===== config.mk =====
export PLATFORM = sky130hd
export DESIGN_NAME = telnet_command_stream_engine_unit
export DESIGN_NICKNAME = d
export VERILOG_FILES = /design/src/design/tcse_pkg.sv /design/src/design/tcse_cfg_regs.sv /design/src/design/tcse_rx_fsm.sv /design/src/design/tcse_out_buf.sv /design/src/design/telnet_command_stream_engine_unit.sv
export SDC_FILE = /design/constraint.sdc
export NUM_CORES = 1
export LEC_CHECK = 0
export BUFFER_PORTS_ARGS = -buffer_cell sky130_fd_sc_hd__buf_2
export CAP_MARGIN = 10
export CORE_ASPECT_RATIO = 0.8
export CORE_MARGIN = 4
export CORE_UTILIZATION = 55
export CTS_CLUSTER_DIAMETER = 50
export CTS_CLUSTER_SIZE = 14
export DETAILED_ROUTE_END_ITERATION = 8
export PLACE_DENSITY = 0.81
export SETUP_SLACK_MARGIN = 0.2
export SLEW_MARGIN = 20
export SYNTH_ARGS = -nofsm -noshare
export SYNTH_HDL_FRONTEND = slang
export SYNTH_SLANG_ARGS = --single-unit

===== constraint.sdc =====
create_clock -name clk -period 7.6 [get_ports clk]
set_clock_uncertainty 0.05 [all_clocks]
set_input_delay 0.76 -clock clk [delete_from_list [all_inputs] [get_ports clk]]
set_output_delay 0.76 -clock clk [all_outputs]
set_load 0.005 [all_outputs]

===== src/design/tcse_pkg.sv =====
`timescale 1ns / 1ps
`default_nettype none
// -----------------------------------------------------------------------------
// tcse_pkg
// Shared types and constants for the telnet command stream engine.
// -----------------------------------------------------------------------------
package tcse_pkg;

    // Telnet command codes
    localparam logic [7:0] C_IAC   = 8'd255;
    localparam logic [7:0] C_DONT  = 8'd254;
    localparam logic [7:0] C_DO    = 8'd253;
    localparam logic [7:0] C_WONT  = 8'd252;
    localparam logic [7:0] C_WILL  = 8'd251;
    localparam logic [7:0] C_SB    = 8'd250;
    localparam logic [7:0] C_EL    = 8'd248;
    localparam logic [7:0] C_EC    = 8'd247;
    localparam logic [7:0] C_AYT   = 8'd246;
    localparam logic [7:0] C_IP    = 8'd244;
    localparam logic [7:0] C_BREAK = 8'd243;
    localparam logic [7:0] C_SE    = 8'd240;

    // Option codes
    localparam logic [7:0] OPT_BINARY = 8'd0;
    localparam logic [7:0] OPT_ECHO   = 8'd1;
    localparam logic [7:0] OPT_SGA    = 8'd3;

    // Characters
    localparam logic [7:0] CH_NUL  = 8'd0;
    localparam logic [7:0] CH_BELL = 8'd7;
    localparam logic [7:0] CH_LF   = 8'd10;
    localparam logic [7:0] CH_CR   = 8'd13;

    // Config register indexes (word address paddr[3:2])
    localparam logic [1:0] REG_ERASE = 2'd0;
    localparam logic [1:0] REG_KILL  = 2'd1;
    localparam logic [1:0] REG_INTR  = 2'd2;

    localparam int          ADDR_W      = 4;
    localparam int          DATA_W      = 32;
    localparam logic [7:0]  ERASE_RESET = 8'd35;
    localparam logic [7:0]  KILL_RESET  = 8'd64;
    localparam logic [7:0]  INTR_RESET  = 8'd127;

    typedef struct packed {
        logic [7:0] erase_char;
        logic [7:0] kill_char;
        logic [7:0] interrupt_char;
    } tcse_cfg_t;

    // Results of one transaction: up to three bytes, one destination, mode flags
    typedef struct packed {
        logic [1:0] count;
        logic [7:0] byte0;
        logic [7:0] byte1;
        logic [7:0] byte2;
        logic       net;
        logic       raw;
        logic       echo;
        logic       crmod;
    } tcse_emit_t;

endpackage
`default_nettype wire


===== src/design/tcse_cfg_regs.sv =====
`timescale 1ns / 1ps
`default_nettype none
// -----------------------------------------------------------------------------
// tcse_cfg_regs
// APB register file: erase, kill and interrupt characters.
// -----------------------------------------------------------------------------
module tcse_cfg_regs (
    input  wire logic                          clk,
    input  wire logic                          rst_n,
    input  wire logic                          psel,
    input  wire logic                          penable,
    input  wire logic                          pwrite,
    input  wire logic [tcse_pkg::ADDR_W-1:0]   paddr,
    input  wire logic [tcse_pkg::DATA_W-1:0]   pwdata,
    output logic      [tcse_pkg::DATA_W-1:0]   prdata,
    output logic                               pready,
    output tcse_pkg::tcse_cfg_t                cfg
);

    logic [7:0] erase_reg;
    logic [7:0] kill_reg;
    logic [7:0] intr_reg;
    logic       wr_en;
    logic [1:0] reg_idx;

    assign wr_en   = psel && penable && pwrite;
    assign reg_idx = paddr[3:2];
    assign pready  = 1'b1;

    always_ff @(posedge clk or negedge rst_n)
    begin
        if (!rst_n)
        begin
            erase_reg <= tcse_pkg::ERASE_RESET;
            kill_reg  <= tcse_pkg::KILL_RESET;
            intr_reg  <= tcse_pkg::INTR_RESET;
        end
        else if (wr_en)
        begin
            case (reg_idx)
                tcse_pkg::REG_ERASE: erase_reg <= pwdata[7:0];
                tcse_pkg::REG_KILL:  kill_reg  <= pwdata[7:0];
                tcse_pkg::REG_INTR:  intr_reg  <= pwdata[7:0];
                default:             ;
            endcase
        end
    end

    always_comb
    begin
        case (reg_idx)
            tcse_pkg::REG_ERASE: prdata = {24'd0, erase_reg};
            tcse_pkg::REG_KILL:  prdata = {24'd0, kill_reg};
            tcse_pkg::REG_INTR:  prdata = {24'd0, intr_reg};
            default:             prdata = '0;
        endcase
    end

    assign cfg.erase_char     = erase_reg;
    assign cfg.kill_char      = kill_reg;
    assign cfg.interrupt_char = intr_reg;

endmodule
`default_nettype wire


===== src/design/tcse_rx_fsm.sv =====
`timescale 1ns / 1ps
`default_nettype none
// -----------------------------------------------------------------------------
// tcse_rx_fsm
// Telnet receive machine, option state and mode flags; decodes one byte.
// -----------------------------------------------------------------------------
module tcse_rx_fsm (
    input  wire logic                 clk,
    input  wire logic                 rst_n,
    input  wire logic                 step,
    input  wire logic                 kind,
    input  wire logic [7:0]           data_byte,
    input  tcse_pkg::tcse_cfg_t       cfg,
    output tcse_pkg::tcse_emit_t      emit
);

    localparam logic [3:0] ST_DATA   = 4'd0;
    localparam logic [3:0] ST_IAC    = 4'd1;
    localparam logic [3:0] ST_CR     = 4'd2;
    localparam logic [3:0] ST_SUB    = 4'd3;
    localparam logic [3:0] ST_SUBIAC = 4'd4;
    localparam logic [3:0] ST_WILL   = 4'd5;
    localparam logic [3:0] ST_WONT   = 4'd6;
    localparam logic [3:0] ST_DO     = 4'd7;
    localparam logic [3:0] ST_DONT   = 4'd8;

    // Only BINARY, ECHO and SGA can ever be set in either option table;
    // every other entry stays zero, so three bits per table suffice.
    logic [3:0] state_reg, state_next;
    logic       raw_reg, raw_next;
    logic       echo_reg, echo_next;
    logic       crmod_reg, crmod_next;
    logic       peer_bin_reg, peer_bin_next;
    logic       peer_echo_reg, peer_echo_next;
    logic       peer_sga_reg, peer_sga_next;
    logic       loc_bin_reg, loc_bin_next;
    logic       loc_echo_reg, loc_echo_next;
    logic       loc_sga_reg, loc_sga_next;

    logic       peer_cur;
    logic       loc_cur;
    logic [7:0] c;

    assign c = data_byte;

    always_comb
    begin
        if (c == tcse_pkg::OPT_BINARY)
        begin
            peer_cur = peer_bin_reg;
            loc_cur  = loc_bin_reg;
        end
        else if (c == tcse_pkg::OPT_ECHO)
        begin
            peer_cur = peer_echo_reg;
            loc_cur  = loc_echo_reg;
        end
        else if (c == tcse_pkg::OPT_SGA)
        begin
            peer_cur = peer_sga_reg;
            loc_cur  = loc_sga_reg;
        end
        else
        begin
            peer_cur = 1'b0;
            loc_cur  = 1'b0;
        end
    end

    always_comb
    begin
        state_next     = state_reg;
        raw_next       = raw_reg;
        echo_next      = echo_reg;
        crmod_next     = crmod_reg;
        peer_bin_next  = peer_bin_reg;
        peer_echo_next = peer_echo_reg;
        peer_sga_next  = peer_sga_reg;
        loc_bin_next   = loc_bin_reg;
        loc_echo_next  = loc_echo_reg;
        loc_sga_next   = loc_sga_reg;
        emit.count     = 2'd0;
        emit.byte0     = c;
        emit.byte1     = tcse_pkg::C_IAC;
        emit.byte2     = c;
        emit.net       = 1'b0;

        if (step)
        begin
            if (kind)
            begin
                // terminal side: IAC is doubled
                emit.net   = 1'b1;
                emit.count = (c == tcse_pkg::C_IAC) ? 2'd2 : 2'd1;
            end
            else
            begin
                case (state_reg)
                    ST_CR:
                    begin
                        if (c != tcse_pkg::CH_NUL && c != tcse_pkg::CH_LF)
                            emit.count = 2'd1;
                        state_next = ST_DATA;
                    end
                    ST_IAC:
                    begin
                        state_next = ST_DATA;
                        if (c == tcse_pkg::C_BREAK || c == tcse_pkg::C_IP)
                        begin
                            emit.count = 2'd1;
                            emit.byte0 = raw_reg ? 8'd0 : cfg.interrupt_char;
                        end
                        else if (c == tcse_pkg::C_AYT)
                        begin
                            emit.count = 2'd1;
                            emit.byte0 = tcse_pkg::CH_BELL;
                        end
                        else if (c == tcse_pkg::C_EC)
                        begin
                            emit.count = 2'd1;
                            emit.byte0 = cfg.erase_char;
                        end
                        else if (c == tcse_pkg::C_EL)
                        begin
                            emit.count = 2'd1;
                            emit.byte0 = cfg.kill_char;
                        end
                        else if (c == tcse_pkg::C_SB)
                            state_next = ST_SUB;
                        else if (c == tcse_pkg::C_WILL)
                            state_next = ST_WILL;
                        else if (c == tcse_pkg::C_WONT)
                            state_next = ST_WONT;
                        else if (c == tcse_pkg::C_DO)
                            state_next = ST_DO;
                        else if (c == tcse_pkg::C_DONT)
                            state_next = ST_DONT;
                        else if (c == tcse_pkg::C_IAC)
                            emit.count = 2'd1;
                    end
                    ST_SUB:
                    begin
                        if (c == tcse_pkg::C_IAC)
                            state_next = ST_SUBIAC;
                    end
                    ST_SUBIAC:
                    begin
                        state_next = (c == tcse_pkg::C_SE) ? ST_DATA : ST_SUB;
                    end
                    ST_WILL:
                    begin
                        state_next = ST_DATA;
                        if (!peer_cur)
                        begin
                            emit.count = 2'd3;
                            emit.net   = 1'b1;
                            emit.byte0 = tcse_pkg::C_IAC;
                            emit.byte1 = tcse_pkg::C_DO;
                            if (c == tcse_pkg::OPT_BINARY)
                            begin
                                raw_next      = 1'b1;
                                peer_bin_next = 1'b1;
                            end
                            else if (c == tcse_pkg::OPT_ECHO)
                            begin
                                echo_next      = 1'b0;
                                crmod_next     = 1'b0;
                                peer_echo_next = 1'b1;
                            end
                            else if (c == tcse_pkg::OPT_SGA)
                                peer_sga_next = 1'b1;
                            else
                                emit.byte1 = tcse_pkg::C_DONT;
                        end
                    end
                    ST_WONT:
                    begin
                        state_next = ST_DATA;
                        // peer_cur is only ever set for known options
                        if (peer_cur)
                        begin
                            emit.count = 2'd3;
                            emit.net   = 1'b1;
                            emit.byte0 = tcse_pkg::C_IAC;
                            emit.byte1 = tcse_pkg::C_DONT;
                            if (c == tcse_pkg::OPT_ECHO)
                            begin
                                echo_next      = 1'b1;
                                crmod_next     = 1'b1;
                                peer_echo_next = 1'b0;
                            end
                            else if (c == tcse_pkg::OPT_BINARY)
                            begin
                                raw_next      = 1'b0;
                                peer_bin_next = 1'b0;
                            end
                            else
                                peer_sga_next = 1'b0;
                        end
                    end
                    ST_DO:
                    begin
                        state_next = ST_DATA;
                        if (!loc_cur)
                        begin
                            emit.count = 2'd3;
                            emit.net   = 1'b1;
                            emit.byte0 = tcse_pkg::C_IAC;
                            emit.byte1 = tcse_pkg::C_WILL;
                            if (c == tcse_pkg::OPT_ECHO)
                            begin
                                echo_next     = 1'b1;
                                crmod_next    = 1'b1;
                                loc_echo_next = 1'b1;
                            end
                            else if (c == tcse_pkg::OPT_BINARY)
                            begin
                                raw_next     = 1'b1;
                                loc_bin_next = 1'b1;
                            end
                            else if (c == tcse_pkg::OPT_SGA)
                                loc_sga_next = 1'b1;
                            else
                                emit.byte1 = tcse_pkg::C_WONT;
                        end
                    end
                    ST_DONT:
                    begin
                        state_next = ST_DATA;
                        if (loc_cur)
                        begin
                            emit.count = 2'd3;
                            emit.net   = 1'b1;
                            emit.byte0 = tcse_pkg::C_IAC;
                            emit.byte1 = tcse_pkg::C_WONT;
                            if (c == tcse_pkg::OPT_BINARY)
                                loc_bin_next = 1'b0;
                            else if (c == tcse_pkg::OPT_ECHO)
                                loc_echo_next = 1'b0;
                            else
                                loc_sga_next = 1'b0;
                        end
                    end
                    default:
                    begin
                        // data state (unused codes behave the same)
                        if (c == tcse_pkg::C_IAC)
                            state_next = ST_IAC;
                        else
                        begin
                            emit.count = 2'd1;
                            if (!loc_bin_reg && c == tcse_pkg::CH_CR)
                                state_next = ST_CR;
                            else
                                state_next = ST_DATA;
                        end
                    end
                endcase
            end
        end

        emit.raw   = raw_next;
        emit.echo  = echo_next;
        emit.crmod = crmod_next;
    end

    always_ff @(posedge clk or negedge rst_n)
    begin
        if (!rst_n)
        begin
            state_reg     <= ST_DATA;
            raw_reg       <= 1'b0;
            echo_reg      <= 1'b1;
            crmod_reg     <= 1'b1;
            peer_bin_reg  <= 1'b0;
            peer_echo_reg <= 1'b0;
            peer_sga_reg  <= 1'b0;
            loc_bin_reg   <= 1'b0;
            loc_echo_reg  <= 1'b1;
            loc_sga_reg   <= 1'b0;
        end
        else
        begin
            state_reg     <= state_next;
            raw_reg       <= raw_next;
            echo_reg      <= echo_next;
            crmod_reg     <= crmod_next;
            peer_bin_reg  <= peer_bin_next;
            peer_echo_reg <= peer_echo_next;
            peer_sga_reg  <= peer_sga_next;
            loc_bin_reg   <= loc_bin_next;
            loc_echo_reg  <= loc_echo_next;
            loc_sga_reg   <= loc_sga_next;
        end
    end

endmodule
`default_nettype wire


===== src/design/tcse_out_buf.sv =====
`timescale 1ns / 1ps
`default_nettype none
// -----------------------------------------------------------------------------
// tcse_out_buf
// Result register: holds up to three bytes of one transaction, drains in order.
// -----------------------------------------------------------------------------
module tcse_out_buf (
    input  wire logic                 clk,
    input  wire logic                 rst_n,
    input  wire logic                 load,
    input  tcse_pkg::tcse_emit_t      emit,
    input  wire logic                 out_stall,
    output logic                      busy,
    output logic                      out_valid,
    output logic [7:0]                out_byte,
    output logic                      to_network,
    output logic                      last,
    output logic                      raw_mode,
    output logic                      echo_mode,
    output logic                      crlf_mode
);

    logic [1:0] cnt_reg;
    logic [7:0] b0_reg, b1_reg, b2_reg;
    logic       net_reg, raw_reg, echo_reg, crmod_reg;
    logic       take;

    assign out_valid  = (cnt_reg != 2'd0);
    assign take       = out_valid && !out_stall;
    // can load a new transaction only when the register is empty or its final byte leaves now
    assign busy       = (cnt_reg > 2'd1) || ((cnt_reg == 2'd1) && out_stall);
    assign out_byte   = b0_reg;
    assign to_network = net_reg;
    assign last       = (cnt_reg == 2'd1);
    assign raw_mode   = raw_reg;
    assign echo_mode  = echo_reg;
    assign crlf_mode  = crmod_reg;

    always_ff @(posedge clk or negedge rst_n)
    begin
        if (!rst_n)
            cnt_reg <= 2'd0;
        else if (load)
            cnt_reg <= emit.count;
        else if (take)
            cnt_reg <= cnt_reg - 2'd1;
    end

    always_ff @(posedge clk)
    begin
        if (load)
        begin
            b0_reg    <= emit.byte0;
            b1_reg    <= emit.byte1;
            b2_reg    <= emit.byte2;
            net_reg   <= emit.net;
            raw_reg   <= emit.raw;
            echo_reg  <= emit.echo;
            crmod_reg <= emit.crmod;
        end
        else if (take)
        begin
            b0_reg <= b1_reg;
            b1_reg <= b2_reg;
        end
    end

endmodule
`default_nettype wire


===== src/design/telnet_command_stream_engine_unit.sv =====
`timescale 1ns / 1ps
`default_nettype none
// -----------------------------------------------------------------------------
// telnet_command_stream_engine_unit
// Telnet byte engine: IAC parsing, option negotiation, terminal byte escaping.
// -----------------------------------------------------------------------------
// Usage:
//   Input channel (in_valid/in_stall, kind, data_byte) carries one byte per
//   transaction: kind 0 from the network, kind 1 from the terminal side.
//   Output channel (out_valid/out_stall) carries 0..3 result bytes per input
//   transaction, tagged with to_network, last and the mode flags after it.
//   A transaction that yields nothing produces no output transaction.
// Output timing: results are registered and appear in the cycle after the input is accepted.
// Throughput: one byte per cycle without out_stall if each byte yields
//   at most one result; a doubled IAC or three-byte option reply holds the
//   input as the single register drains one byte per cycle without out_stall.
// Stall: in_stall rises while the output register still holds bytes that
//   will not all leave in the current cycle; a new byte is taken in the same
//   cycle the final pending byte is taken downstream.
// Reset (rst_n, async low): receive machine to data state, option tables
//   cleared except local ECHO, raw off, echo and crmod on, output empty,
//   registers to erase '#', kill '@', interrupt DEL.
// Config: APB at 0x0 erase, 0x4 kill, 0x8 interrupt; write only when idle.
// -----------------------------------------------------------------------------
module telnet_command_stream_engine_unit (
    input  wire logic                          clk,
    input  wire logic                          rst_n,
    // input byte channel
    input  wire logic                          in_valid,
    output logic                               in_stall,
    input  wire logic                          kind,
    input  wire logic [7:0]                    data_byte,
    // result channel
    output logic                               out_valid,
    input  wire logic                          out_stall,
    output logic [7:0]                         out_byte,
    output logic                               to_network,
    output logic                               last,
    output logic                               raw_mode,
    output logic                               echo_mode,
    output logic                               crlf_mode,
    // configuration
    input  wire logic                          psel,
    input  wire logic                          penable,
    input  wire logic                          pwrite,
    input  wire logic [tcse_pkg::ADDR_W-1:0]   paddr,
    input  wire logic [tcse_pkg::DATA_W-1:0]   pwdata,
    output logic      [tcse_pkg::DATA_W-1:0]   prdata,
    output logic                               pready
);

    tcse_pkg::tcse_cfg_t  cfg;
    tcse_pkg::tcse_emit_t emit;
    logic                 busy;
    logic                 accept;

    assign in_stall = busy;
    assign accept   = in_valid && !busy;

    tcse_cfg_regs u_cfg (
        .clk     (clk),
        .rst_n   (rst_n),
        .psel    (psel),
        .penable (penable),
        .pwrite  (pwrite),
        .paddr   (paddr),
        .pwdata  (pwdata),
        .prdata  (prdata),
        .pready  (pready),
        .cfg     (cfg)
    );

    // decode and state update happen at the accepting edge
    tcse_rx_fsm u_rx (
        .clk       (clk),
        .rst_n     (rst_n),
        .step      (accept),
        .kind      (kind),
        .data_byte (data_byte),
        .cfg       (cfg),
        .emit      (emit)
    );

    tcse_out_buf u_out (
        .clk        (clk),
        .rst_n      (rst_n),
        .load       (accept),
        .emit       (emit),
        .out_stall  (out_stall),
        .busy       (busy),
        .out_valid  (out_valid),
        .out_byte   (out_byte),
        .to_network (to_network),
        .last       (last),
        .raw_mode   (raw_mode),
        .echo_mode  (echo_mode),
        .crlf_mode  (crlf_mode)
    );

endmodule
`default_nettype wire


# --- After elaboration in Yosys (flattened, before gate mapping) ---
# Index checks and enable logic that the tools add are counted.
totals:
  register_bits: 67
  input_bits: 52
  elab_cells: 230
op_classes:
  addsub: 1
  n_lt_le_gt_ge: 1
  eq_ne: 50
  mux: 125
  bitwise: 1
  n_reduce_logical: 31
op_table:
  columns: ["cell", "n"]
  rows:
  - ["$eq 8x8->1 const B", 12]
  - ["$mux 8", 10]
  - ["$mux 18", 4]
  - ["$mux 1", 68]
  - ["$mux 4", 10]
  - ["$pmux 8 s5", 1]
  - ["$pmux 8 s4", 1]
  - ["$reduce_and 8->1", 4]
  - ["$mux 10", 3]
  - ["$mux 2", 13]
  - ["$ne 2x1->1 const B", 13]
  - ["$pmux 8 s3", 1]
  - ["$ne 2x2->1 const B", 10]
  - ["$reduce_and 10->1", 2]
  - ["$eq 4x3->1 const B", 4]
  - ["$mux 16", 1]
  - ["$pmux 4 s4", 1]
  - ["$pmux 2 s7", 1]
  - ["$pmux 1 s2", 6]
  - ["$pmux 1 s3", 3]
  - ["$eq 4x2->1 const B", 2]
  - ["$eq 8x1->1 const B", 1]
  - ["$eq 8x2->1 const B", 1]
  - ["$eq 8x4->1 const B", 1]
  - ["21 further kinds", 36]

# --- Longest topological paths before layout ---
depth:
  ltp_word: 14
  ltp_mapped: 10

# --- By module ---
# A second synthesis with hierarchy kept.
unflattened:
  hier_cells: 439
  hier_area_um2: 4454.3
by_module_without_submodules:
  columns: ["module", "n_inst", "cells_each", "area_each_um2", "seq_area_each_um2"]
  rows:
  - ["tcse_rx_fsm", 1, 266, 1911.8, 329.1]
  - ["tcse_cfg_regs", 1, 108, 1347.5, 614.3]
  - ["tcse_out_buf", 1, 64, 1181.1, 890.9]
  - ["telnet_command_stream_engine_unit", 1, 1, 13.8, 0.0]

# --- Worst setup path after synthesis ---
# Ideal clock, no wire load.
synth_timing:
  path_kind: "input to register"
  from: "input port data_byte[4]"
  to: "register u_out.b0_reg[0], in the netlist u_out.out_byte[0] (data pin)"
  arrival_ns: 2.592
  slack_ns: 4.700
  path_stages: 7
  path_buffers: 1
  path_cell_list: "or4_4 -> or3_1 -> buf_6 -> o21a_4 -> a211oi_4 -> a31oi_1 -> o221a_2"
synth_via:
  elab_chain_len: 8
synth_rtl:
  columns: ["element", "line_no", "source"]
  rows:
  - ["start, declared", "telnet_command_stream_engine_unit.sv:32", "input wire logic [7:0] data_byte,"]
  - ["$eq 8x2->1 / $eq 8x8->1 (equally long branches)", "tcse_rx_fsm.sv:58, tcse_rx_fsm.sv:123", null]
  - ["$mux 1 / $mux 8 (equally long branches)", "tcse_rx_fsm.sv:58, tcse_rx_fsm.sv:123", null]
  - ["$mux 1 / $mux 10 (equally long branches)", "tcse_rx_fsm.sv:53, tcse_rx_fsm.sv:118", null]
  - ["$mux 1 / $mux 10 (equally long branches)", "tcse_rx_fsm.sv:48, tcse_rx_fsm.sv:113", null]
  - ["$mux 18, or another cell as far along", "tcse_rx_fsm.sv:230", "if (loc_cur)"]
  - ["$pmux 8 s5 *", "tcse_rx_fsm.sv:98", "case (state_reg)"]
  - ["$mux 16 *", "tcse_rx_fsm.sv:90", "if (kind)"]
  - ["$mux 8 *", "tcse_out_buf.sv:51", "if (load)"]
  - ["end signal, assigned", "tcse_out_buf.sv:53", "b0_reg <= emit.byte0;"]
  - ["end signal, assigned", "tcse_out_buf.sv:63", "b0_reg <= b1_reg;"]
  - ["end, declared", "tcse_out_buf.sv:24", "logic [7:0] b0_reg, b1_reg, b2_reg;"]
# Every way passes the cells marked *; elsewhere a longest branch is shown, timed or not.
# A chain may end at the register's enable or synchronous reset.

# --- Final worst setup path ---
layout_timing:
  from: "input port data_byte[4]"
  to: "register u_out.b0_reg[3], in the netlist u_out.out_byte[3] (data pin)"
# Same word-level chain as after synthesis.

==> flow_results.org <==
** Outcome
- The run finished with clean final reports.

** Clocking
- Later-pin clock latency in the skew report :: 360 ps
- Num Clock Sinks :: 67
- CTS tree :: done
- Count of hold-fix buffers inserted at cts :: 0
- Number of buffers added by the clock tree synthesis step :: 9
- The clock tree synthesis step divided the H-tree into 3 levels.
- Root buffer cell :: clkbuf_8
- Reg clk slew, reported paths :: 80 ps
- Number of post-CTS setup repair buffers :: 0
- The number of gates resized after CTS was 0.
- In this run the deepest clock path goes through 2 buffers.

** Job
- Across the run, the number of max-cap violations was 0.

** Yosys
- Cell taking the most area after synthesis :: edfxtp_1
- Yosys attributes the largest share of cell area to edfxtp_1 20%, dfrtp_1 15%, dfstp_2 8.9%.
- Of the synthesized area, sequential elements account for 44.5%.
- The average instance in the mapped netlist occupies 9.84 um^2.
- Fraction of registers with async set/reset :: 58.2%
- Most used flip-flop cell after synthesis :: edfxtp_1
- In this run the cell area of the synthesized design comes to 0.00412 mm^2.
- Synth top area share :: 20.4%
- Counting flops with a built-in enable in the synthesized netlist gives 28.
- The cell count after synthesis came out at 419.
- Distinct cells, synth :: 64
- By count the netlist is led by 49 x nand2_1, 41 x o21ai_0, 28 x edfxtp_1, 26 x buf_4, 25 x dfrtp_1.
- Leading cell type by number of instances after synthesis :: nand2_1
- Number of register bits inferred by synthesis :: 67
- For this run, the number of Yosys warnings is 0.

** Power
- The share of total power dissipated in the clock network is 25.1%.
- Net switching power figure :: 463 uW
- Peak supply drop :: 0.158 mV
- Sw Share :: 34.6%
- Combinational power share :: 31.3%
- Cell Int Power :: 873 uW
- Leak Pwr :: 1.79 nW
- P per Cell Area :: 296 mW/mm^2
- Registers are responsible for 43.6% of the overall power.

** Global routing
- The initial antenna violation count came to 0.
- Pin count of the biggest net entering global routing :: 40
- Grt ovf :: 0
- The via count of the first global-routing pass came to 3199.
- For this run, the total global-route usage over all layers was measured as 22.8%.
- The first global-routing pass estimated 16.3 mm of wire.

** Route
- The routed design has 9.99 mm of wire.
- First-iteration detailed-routing DRC count :: 357
- Antenna Nets Post-Route :: 0
- Remaining design rule violation count :: 0
- After detailed routing, the average wire length per cell comes to 18.3 um.
- In the routed layout, each cell is associated on average with a via count of 6.24.
- First-pass detailed-route iteration total :: 5
- Via count :: 3405

** STA
- In this run the tightest slew margin relative to its limit is 39.4%.
- Number of slew-limit violations in the final report :: 0
- Smallest hold slack :: 452 ps
- Dividing the final minimum period by the clock period gives 39.9%.
- Shortest period the worst path allows :: 3040 ps
- In the final timing run, aggregate negative setup slack is 0 ps.
- The final hold violation count was 0.
- Setup repair after global routing missed its margin :: false
- For this run, the top clock speed supported by timing is 329 MHz.
- Setup violation total in the final timing report :: 0
- Actual transition at the worst max-transition pin :: 908 ps

** Setup path
- The critical path is of the in -> reg type.
- The worst setup path is launched from a primary input.
- Maximum fanout encountered on the critical timing path :: 8
- Traced cell by cell, the critical path runs through buf_2 > or4_4 > or3_1 > o21a_4 > a211oi_4 > nor4b_1 > nor3_1.
- Worst endpoint required time :: 7650 ps
- STA classifies the critical path endpoint as a flop.
- Slowest cell on crit path :: or4_4
- Max incr delay on CP :: 580 ps
- Arrival time at the worst endpoint :: 3090 ps

** Die
- Effective utilization at floorplan :: 58.1%
- Row count :: 27
- Die outline area :: 0.00895 mm^2
- I/O pin count :: 100
- Area of the core :: 0.00709 mm^2
- The die is 85.4 um tall.
- From left edge to right edge, the die measures 105 um.

** Layout
- The repair_antennas step left the layout with diodes totalling 0.
- Final nets :: 508
- In the final layout, the share of cells above drive strength 1 is 27.2%.
- Area growth from synthesis to layout :: 9.38%
- Summing all non-filler instances in the final layout gives an area of 0.00451 mm^2.

** Placement
- Routability-driven placement finished with a final weighted congestion of 0.942.
- Number of input and output port buffers inserted :: 48
- Summing all placed instances gives a cell area of 0.00429 mm^2.
- Detailed placement HPWL :: 7.06 mm

** Min path
- The path class of the tightest hold or removal check is reg -> reg.
## power by group through the flow
stage          registers [mW]  logic (mW)  clock network (mW)
6_report                0.582       0.419               0.335
5_1_grt                 0.595       0.466               0.357
4_1_cts                 0.579       0.417               0.340
3_5_place_dp            0.585       0.414                   0
3_3_place_gp            0.582       0.402                   0
2_1_floorplan           0.551       0.323                   0
## worst max-delay path: cells and delay by family
family / cells / cell delay [ps]
buffers and inverters: 1 / 150
and+or+nand+nor: 4 / 1570
AOI/OAI and AO/OA: 2 / 610
## placed cells by master (no fill, tap or decap), types with 3 or more instances in the layout
master	count
nor2b_1	7
buf_4	3
conb_1	25
a21oi_1	16
mux2i_1	12
edfxtp_1	28
nand3b_1	3
nand2_1	49
o41ai_1	6
nand4_1	4
a41oi_1	3
mux2_2	24
a211oi_1	3
nand3_1	8
or4b_2	3
nor3_1	7
o221a_2	6
dfrtp_1	25
a22oi_1	3
clkbuf_8	9
inv_1	13
o21ai_0	40
a31oi_1	10
dfstp_2	14
and2_1	4
nor2_1	20
buf_2	48
and3_1	3
nand2b_1	10
nor4b_1	4
## stage by stage
| step | utilization, % | instances | power, mW | worst slack (ps) |
|---|---|---|---|---|
| after floorplan | - | 442 | 0.873 | 4700 |
| after global routing | 63.5 | 546 | 1.42 | 4470 |
| after global placement | 60.3 | 530 | 0.984 | 4280 |
| final | 63.5 | 546 | 1.34 | 4560 |
| after detailed placement | 60.4 | 530 | 0.999 | 4200 |
| after CTS | 63.5 | 546 | 1.34 | 4600 |
## metal layers
layer  track usage (%)  part of all wire, %  up-vias
li1                  -                    -     1573
met1              31.6                   44     1616
met2              34.6                   45      194
met3              6.39                  9.2       22
met4              7.75                  1.8        0
met5                 0                    0        -
## final cells by class
class	instances	area (um^2)
clock buffers	9	124
clock inverters	7	98.8
fillers	570	2590
inverters	13	48.8
multi-input cells	312	2030
flip-flops and latches	67	1830
well taps	87	109
repair buffers	51	263
## kinds of logic after synthesis
group,share of synthesized area (%)
compound gates,19.6
other cells,0.182
simple gates,16.8
flops,44.5
mux,9.47
buf+inv,8.44
fa+ha+maj,0.607
xor+xnor,0.425
## final timing paths
kind                                   start           endpoint  slack, ps  cells past startpoint
max in group asynchronous              rst_n   u_rx.loc_bin_reg       6470                      1
max reg2reg                u_rx.state_reg[1]  u_out.out_byte[3]       4730                      6
min in group asynchronous              rst_n  u_cfg.kill_reg[1]        470                      1
min                          u_out.b2_reg[7]    u_out.b1_reg[7]        450                      1
min reg2reg                  u_out.b2_reg[7]    u_out.b1_reg[7]        450                      1
max                             data_byte[4]  u_out.out_byte[3]       4560                      7
No activity file was read; power rests on OpenSTA's default activity.
